## config.mk

```make
export PLATFORM = sky130hd
export DESIGN_NAME = bws_cell
export DESIGN_NICKNAME = d
export VERILOG_FILES = /design/src/hw/rtl/bws_pkg.sv /design/src/hw/rtl/bws_cell.sv
export SDC_FILE = /design/constraint.sdc
export NUM_CORES = 1
export LEC_CHECK = 0
export BUFFER_PORTS_ARGS = -buffer_cell sky130_fd_sc_hd__buf_2
export CORE_UTILIZATION = 30
export CTS_CLUSTER_SIZE = 24
export DETAILED_ROUTE_END_ITERATION = 12
export PLACE_DENSITY = 0.72
export SYNTH_ARGS = -nofsm -noshare
export SYNTH_HDL_FRONTEND = slang
export SYNTH_SLANG_ARGS = --single-unit
```

## constraint.sdc

```tcl
create_clock -name clk -period 0.8 [get_ports clk]
set_input_delay 0.04 -clock clk [delete_from_list [all_inputs] [get_ports clk]]
set_output_delay 0.04 -clock clk [all_outputs]
set_load 0.05 [all_outputs]
```

## src/hw/rtl/bws_pkg.sv

```systemverilog
package bws_pkg;

  localparam int MAX_WIDTH_DEF   = 1024;
  localparam int MAX_WINDOW_DEF  = 16;
  localparam int SAMPLE_BITS_DEF = 32;

  localparam int SAMPLE_PORT_BITS = 32;
  localparam int SUM_BITS         = 40;

  localparam int CFG_INDEX_BITS  = 2;
  localparam int CFG_DATA_BITS   = 16;
  localparam int WIDTH_REG_BITS  = 11;
  localparam int HEIGHT_BITS     = 16;
  localparam int WINDOW_REG_BITS = 5;

  localparam logic [WIDTH_REG_BITS-1:0]  IMAGE_WIDTH_RESET  = 11'd1024;
  localparam logic [HEIGHT_BITS-1:0]     IMAGE_HEIGHT_RESET = 16'd1024;
  localparam logic [WINDOW_REG_BITS-1:0] WINDOW_SIZE_RESET  = 5'd3;

  typedef enum logic [CFG_INDEX_BITS-1:0] {
    CFG_IMAGE_WIDTH  = 2'd0,
    CFG_IMAGE_HEIGHT = 2'd1,
    CFG_WINDOW_SIZE  = 2'd2
  } cfg_index_t;

  typedef struct packed {
    logic signed [SUM_BITS-1:0] window_sum;
    logic                       row_last;
    logic                       frame_last;
  } result_t;

endpackage

```

## src/hw/rtl/bws_cell.sv

```systemverilog
module bws_cell #(
  parameter int WIDTH = bws_pkg::SAMPLE_BITS_DEF
) (
  input  logic             clk,
  input  logic             shift,
  input  logic [WIDTH-1:0] d,
  output logic [WIDTH-1:0] q
);

  logic [WIDTH-1:0] held;

  always_ff @(posedge clk) begin
    if (shift) begin
      held <= d;
    end
  end

  assign q = held;

endmodule

```

# Yosys cells after proc, flatten, opt, wreduce, memory -nomap -nowiden

Cells that the tools add are included.

Logic and storage cells: 1
Input port bits: 34
Flip-flop bits (word level): 32

# Longest topological paths before layout

Depth after elaboration: 0
Gate-level depth with buffers: 0
Mapped depth without buffers: 0

# Least setup slack after synthesis

OpenSTA, ideal clock, no wires.

Path type: reg2out
Start: reg held[0], in the netlist q[0]
End: out q[0]
Arrival: 0.601 ns
Path slack: 0.159 ns
Stages on the path, launching flop included: 1
Path buffers: 0
Required time: 0.760 ns
Cells stage by stage: edfxtp_1

RTL lines:

| what                   | line           | text |
|---|---|---|
| from (decl)            | bws_cell.sv:10 | `logic [WIDTH-1:0] held;` |
| from (signal assigned) | bws_cell.sv:14 | `held <= d;` |
| to (decl)              | bws_cell.sv:7  | `output logic [WIDTH-1:0] q` |

No word-level cell between the ends.

# Final worst setup path

Start: reg held[20], in the netlist q[20]
End: out q[20]

No word-level cell between the ends.

==> results.yml <==
yosys:
  syn_inst: 32
  synth_cell_types: 1
  synth-warning-count: 0
  synth_mux_area_share_pct: 0
  yosys.area_share.simple_pct: 0
  synthDominantCellAreaShare_pct: 100
  synthesis.area_um2: 961
  syn_area_per_cell_um2: 30.0
  synth_seq_cells: 32
  ys_top_cells_by_area: "edfxtp_1 (100%)"
  yosys.area_share.xor_xnor_pct: 0
  syn_nets: 66
  synth_compound_area_share_pct: 0
  synthAdderAreaFrac_pct: 0
  yosysTopAreaCell: "edfxtp_1"
  seq_area_frac_synth_pct: 100
sta:
  setup_viol_count_final: 32
  tightest_slew_ns: 0.125
  final.setup.tns_ns: -4.08
  fin_ws_ns: -0.166
  period_needed_ns: 0.966
  slew_violations: 0
  rsz0062_at_grt: "true"
  period_share_pct: 121
  timing.fmax_ghz: 1.04
  maxSlewHeadroom_pct: 91.7
  finalHoldViolations: 0
drt:
  drt_first_pass_iters: 4
  wl_per_cell_um: 15.0
  post_drt_via_cell_ratio: 4.07
  routed_wl_um: 2750
  drt_iter0_markers: 23
  vias: 745
  ant_nets: 0
  drc: 0
critical_path:
  end_kind: "primary output"
  max_stage_delay_ns: 0.43
  crit_path_max_fanout: 1
  crit_arrival_ns: 0.93
  crit_slowest_cell: "edfxtp_1"
  cp_data_required_time_ns: 0.76
  path_class: "flop to primary output"
  crit_buf_inv: 1
  crit_chain: "buf_6"
  worstSetupStartpointType: "flop"
  crit_family: "flip-flops"
cells_and_area:
  multi_input_area_um2: 0
  nets: 172
  diodes: 0
  synthToLayoutAreaGrowth_pct: 106
  nMultiInputCombCells: 0
  seq_area_um2: 961
  drive_above_1_share_pct: 54.0
  layout_common_cells: "buf_2 (33), dlygate4sd3_1 (32), buf_6 (32), edfxtp_1 (32), clkbuf_4 (5)"
  largest_reg_flops: 32
  layout.cells.most_common: "buf_2"
  nFillCells: 220
hold_path:
  hold_class: "input port to flop"
  holdPathEnd: "q[5]"
  hold_path_depth: 2
  worstHoldStart: "shift"
clocking:
  path_clk_slew_ns: 0.11
  cts.sinks: 32
  cts_buffer_depth: 2
  h-tree-depth: 2
  cts_tree: "built"
  cts_root_buf: "clkbuf_4"
  numCtsBuffers: 5
  post_cts_buffers: 0
grt:
  grt_pass1_wl_um: 4040
  grt_most_used_layer: "met2"
  grt_pass1_vias: 848
  grtUsageMet1_pct: 19.0
  grtUsageMet2_pct: 28.9
  use_met3_pct: 6.59
  antenna_found_initial: 0
  overflow: 0
  grt_start_max_net_pins: 23
  grt_use_total_pct: 17.8
job:
  maxCapViolCount: 0
run_status:
  violations: "negative setup slack"
  status: "complete, but fails checks"
power:
  p_leak_nw: 0.830
  power.total_mw: 4.25
  max-vdd-ir-drop_mv: 0.841
  power_density_mw_per_mm2: 2150
die:
  dieWidth_um: 58.6
  row_count: 20
  dieArea_mm2: 0.00343
  pin_count: 66
  initial_core_util_pct: 31.5
  die_height_um: 58.6
  fp.coreArea_mm2: 0.00305
placed_design:
  globalplace.congestion: 0.619
  portBuffers: 65
-- worst max-delay path by stage --
stage,endpoint,depth (start not counted),from
6_report,q[20],1,q[20]
5_1_grt,q[20],1,q[20]
4_1_cts,q[27],1,q[27]
3_5_place_dp,q[9],2,shift
3_3_place_gp,q[22],2,shift
2_1_floorplan,q[0],0,q[0]
-- cell usage after synthesis (all sizes together) --
cell type  number
edfxtp         32
-- routing by layer --
layer | part of all wire [%] | routed length [um]
met1 | 35 | 966
met5 | 0 | 0
met2 | 51 | 1410
met3 | 9.7 | 268
met4 | 3.9 | 108
-- through the flow --
step / setup slack, ns / cells / util, % / hold slack [ns] / area (um2)
CTS: -0.172 / 183 / 64.9 / 0.108 / 1980
global route: -0.208 / 183 / 64.9 / 0.118 / 1980
global placement: 0.145 / 143 / 45.2 / 0.217 / 1380
detailed placement: 0.136 / 143 / 45.2 / 0.218 / 1380
finish: -0.166 / 183 / 64.9 / 0.127 / 1980
floorplan: 0.159 / 32 / - / 0.139 / 961
-- where the power goes --
part	internal, mW	switching [mW]
clock	0.652	0.537
combinational	0.413	0.591
sequential	1.99	0.0652
-- cells by family (layout without fill, tap and decap cells) --
logic type	Yosys count	count (layout)
buffers and inverters	0	107
DFF	32	32
-- final cells by class --
class,instances,area share (%)
Sequential cell,32,48.5
Clock buffer,5,1.89
Clock inverter,3,2.15
Timing Repair Buffer,99,44.7
Tap cell,44,2.78
-- timing repair --
item | in CTS | in global routing
hold endpoints to repair | 32 | 0
endpoints found under the setup margin | 32 | 32
hold buffers | 32 | 0
gates resized for setup | 64 | 0
Note: power is estimated with default switching activity, not from simulation.
