`config.mk`:
```
export PLATFORM = sky130hd
export DESIGN_NAME = bws_ram
export DESIGN_NICKNAME = d
export VERILOG_FILES = /design/src/hw/rtl/bws_ram.sv
export SDC_FILE = /design/constraint.sdc
export NUM_CORES = 1
export LEC_CHECK = 0
export BUFFER_PORTS_ARGS = -buffer_cell sky130_fd_sc_hd__buf_4
export CAP_MARGIN = 25
export CORE_ASPECT_RATIO = 1.4
export CORE_MARGIN = 2
export CORE_UTILIZATION = 40
export DETAILED_ROUTE_END_ITERATION = 10
export PLACE_DENSITY = 0.58
export SYNTH_ARGS = -nofsm -noshare
export SYNTH_HDL_FRONTEND = slang
export SYNTH_SLANG_ARGS = --single-unit
```
`constraint.sdc`:
```
create_clock -name clk -period 1.9 [get_ports clk]
set_input_delay 0.285 -clock clk [delete_from_list [all_inputs] [get_ports clk]]
set_output_delay 0.285 -clock clk [all_outputs]
set_load 0.01 [all_outputs]
```
`src/hw/rtl/bws_ram.sv`:
```
module bws_ram #(
  parameter int WIDTH     = 8,
  parameter int DEPTH     = 16,
  parameter int ADDR_BITS = (DEPTH > 1) ? $clog2(DEPTH) : 1
) (
  input  logic                 clk,
  input  logic                 we,
  input  logic [ADDR_BITS-1:0] wr_addr,
  input  logic [WIDTH-1:0]     wr_data,
  input  logic                 re,
  input  logic [ADDR_BITS-1:0] rd_addr,
  output logic [WIDTH-1:0]     rd_data
);

  logic [WIDTH-1:0] mem [DEPTH];

  always_ff @(posedge clk) begin
    if (we) begin
      mem[wr_addr] <= wr_data;
    end
  end

  // read-first: a read of the address being written returns the old word
  always_ff @(posedge clk) begin
    if (re) begin
      rd_data <= mem[rd_addr];
    end
  end

endmodule

```
* Word-level counts from Yosys, hierarchy flattened
Memory sizes are Yosys's and may differ from the RTL's. A register that Yosys moved wholly into a read port is not among the register bits. Index checks and enable logic that the tools add are counted.
Storage, ports and cells: register bits after elaboration 0, latch bits 0, RAM bits 128, ROM bits 0, output and inout bits 8, word-level logic and storage cells 3, memories kept 1
Operators by class: $add $sub $neg 0, multipliers 0, divide/modulo/power cells 0, order comparisons 0, equality and inequality tests 0, shift operators 0, multiplexer cells 2, bitwise gates (word level) 0, reductions and logical operators 0
Memories:
- mem | depth 16, bits a word 8, read ports 1, clocked after Yosys merged registers in 1, wr ports 1, line 15 | logic [WIDTH-1:0] mem [DEPTH];
Operators by type and width (count):
- 1-bit two-way mux | 2

* Longest topological paths before layout
depth in word-level cells 2, depth in mapped cells 5

* Least setup slack after synthesis
Ideal clock, no wire load.
path type input-to-reg, from input wr_addr[2], to memory mem[0][0] (enable), data arrival time 1395 ps, slack 122 ps, cell stages on the path 2, path buffers 0, path through or3b_2 nor3_1
RTL lines:
- from (decl) | line 8 | input logic [ADDR_BITS-1:0] wr_addr,
- to (decl) | line 15
Straight into the memory's write port.

==> run summary <==
first-pass GRT wire length -> 16060 um
CP startpoint kind -> flop
class of the tightest hold or removal check -> in -> reg
# DRC -> 0
Leak -> 2.176 nW
clock buffer count from CTS -> 17
starting DRC count in detailed routing -> 200
Data arrival, critical path -> 1650 ps
CTS tree -> done
Reg2Reg Setup Slack -> 400 ps
Slew @ Worst Pin -> 395.8 ps
Async SR Flop Fraction -> 0
worst vdd ir -> 0.6072 mV
final period utilization -> 0.7910
R2R cell count -> 3
via count -> 2526
WL per Instance -> 22.72 um
H-Tree Depth -> 4
DPL Wire Length -> 6979 um
Final Non-Filler Cells -> 459
most frequent cell after synthesis -> edfxtp_1
CTS Buffer Depth -> 2
gp weighted congestion -> 0.7344
RSZ-0062 raised after global routing -> false
Finish-stage setup viols -> 0
total core area -> 12810 um2
critical path class -> reg -> reg
layout net count -> 312
clk_lat worst skew -> 400 ps
DRT Pass-1 Iters -> 4
port bufs -> 26
Max-Cap Viols -> 0
Final WS setup -> 397.1 ps
CP Capture Point -> rd_data[0]$_DFFE_PP_
Clock Skew -> 8.950 ps
Vias/cell -> 5.503
worst-path maximum fanout -> 1
CTS Sinks -> 136
clock-pin slew on the worst setup and hold paths -> 60 ps
post-CTS sizing -> 0
Slew Limit Fails -> 0
register area share after synthesis -> 0.7812
Rel. slew slack -> 0.7361
PwrDens -> 1087 nW/um2
Placed Cells -> 427
# Post-CTS Setup Buffers -> 0
Synth Warn # -> 0
initial antenna violation count -> 0
Post-CTS Hold Fix Bufs -> 0
crit path time final -> 1503 ps
top_reg_cell synth -> edfxtp_1
FP Rows -> 49
number of fill cells -> 1000
CP startpoint -> mem[1][0]$_DFFE_PP_
Starting Density -> 0.4080
Worst Setup End Kind -> flop
Mean Syn Cell Area -> 22.83 um2
root buffer cell -> clkbuf_16
post-synth top area share -> 0.7812
Syn-to-layout area delta -> 21.54%
r2r endpoint -> rd_data[0]$_DFFE_PP_
Die ar. -> 14010 um2
synthesized cell area -> 5228 um2
final hold violations -> 0
Yosys top cell by area -> edfxtp_1
gr usage total -> 0.1627
status -> complete, no violations
Fin Setup TNS -> 0 ps
final WL -> 10430 um
Distinct cells, synth -> 18
Syn Nets -> 248
Syn Inst Count -> 229
share of cells above drive strength 1 -> 0.3268
r2r startpoint -> mem[1][0]$_DFFE_PP_
pre-CTS WS -> 73.14 ps
final antenna-violating net count -> 0
Post-synth EDFFs -> 136
ant diodes -> 0
Die Width -> 100.6 um
largest net degree at the start of global routing -> 17
GRT Residual Overflow -> 0
DIE HEIGHT -> 139.3 um
vias in the first global route -> 2660
register bit total from synthesis -> 136
ranking of synthesized cells by area -> edfxtp_1 78%, mux4_2 7.8%, mux4_1 7.0%
Max Fclk -> 665.4 MHz
# IOs -> 27
commonest cells in the netlist -> 136 x edfxtp_1, 18 x mux4_2, 16 x a22oi_1, 14 x mux4_1, 13 x nor2_1
CP required -> 2050 ps
[cells in the final DEF (no fill, tap or decap), drive strengths merged, types with 3 or more instances in the layout]
master  synthesis  final
nand2           9      9
nor2           13     13
bufinv          0      3
clkinv          0      7
clkbuf          0     21
nor3            4      4
buf             7     55
edfxtp        136    136
a22oi          16     16
mux4           32     32
[per-layer routing]
| layer | global-route usage | routed length [um] | vias to the layer above |
|---|---|---|---|
| li1 | - | - | 1115 |
| met1 | 0.2096 | 4377 | 1335 |
| met2 | 0.2649 | 5523 | 67 |
| met3 | 0.03767 | 372 | 9 |
| met4 | 0.06705 | 157 | 0 |
| met5 | 0 | 0 | - |
[cell type report]
| type | instances | area [um2] | area share |
|---|---|---|---|
| tap | 153 | 191.4 | 0.03013 |
| multi-input combinational | 83 | 1057 | 0.1664 |
| clock buffer | 21 | 440.4 | 0.06932 |
| sequential | 136 | 4084 | 0.6428 |
| timing repair buffer | 55 | 450.4 | 0.07089 |
| clock inverter | 11 | 130.1 | 0.02048 |
[cell families (layout without fill, tap and decap cells)]
family,Yosys count,count (layout),share of synthesized area
AOI/OAI and AO/OA,16,16,0.02298
DFF,136,136,0.7812
muxes,32,32,0.1479
and+or+nand+nor,35,35,0.03136
buffers and inverters,10,87,0.01651
[how the worst min path moves through the flow]
| stage | start | cells after the start | slack, ps | end |
|---|---|---|---|---|
| final | wr_data[4] | 1 | 190 | mem[6][4]$_DFFE_PP_ |
| after detailed placement | wr_data[2] | 1 | 590 | mem[10][2]$_DFFE_PP_ |
| after global routing | re | 1 | 180 | rd_data[1]$_DFFE_PP_ |
| after floorplan | wr_data[0] | 0 | 380 | mem[0][0]$_DFFE_PP_ |
| after CTS | wr_data[2] | 1 | 170 | mem[7][2]$_DFFE_PP_ |
| after global placement | wr_data[4] | 1 | 590 | mem[6][4]$_DFFE_PP_ |
[metrics by stage]
stage	utilization	instance area [um2]	hold WS [ps]	total power (W)
final	0.4959	6354	185.6	0.006905
after CTS	0.4959	6354	169.3	0.006971
after global routing	0.4959	6354	182.1	0.007125
after global placement	0.4513	5783	587.0	0.003806
after floorplan	-	5228	383.9	0.003634
after detailed placement	0.4513	5783	595.0	0.003814
[flip-flops by register name (all words and copies together), names as in the netlist]
register / count
mem: 128
rd_data: 8
[power breakdown]
group / leakage (nW) / switching, W / total [W] / internal (W)
Combinational: 0.661 / 0.000184 / 0.000347 / 0.000163
Sequential: 1.24 / 0.0000179 / 0.00340 / 0.00338
Clock: 0.279 / 0.00112 / 0.00316 / 0.00204
[worst max-delay path: stages (launching register included)]
cell and delay (ps):
edfxtp_1 340, mux4_1 530, a22oi_1 300, nand2_1 90
No activity file was read; power rests on OpenSTA's default activity.
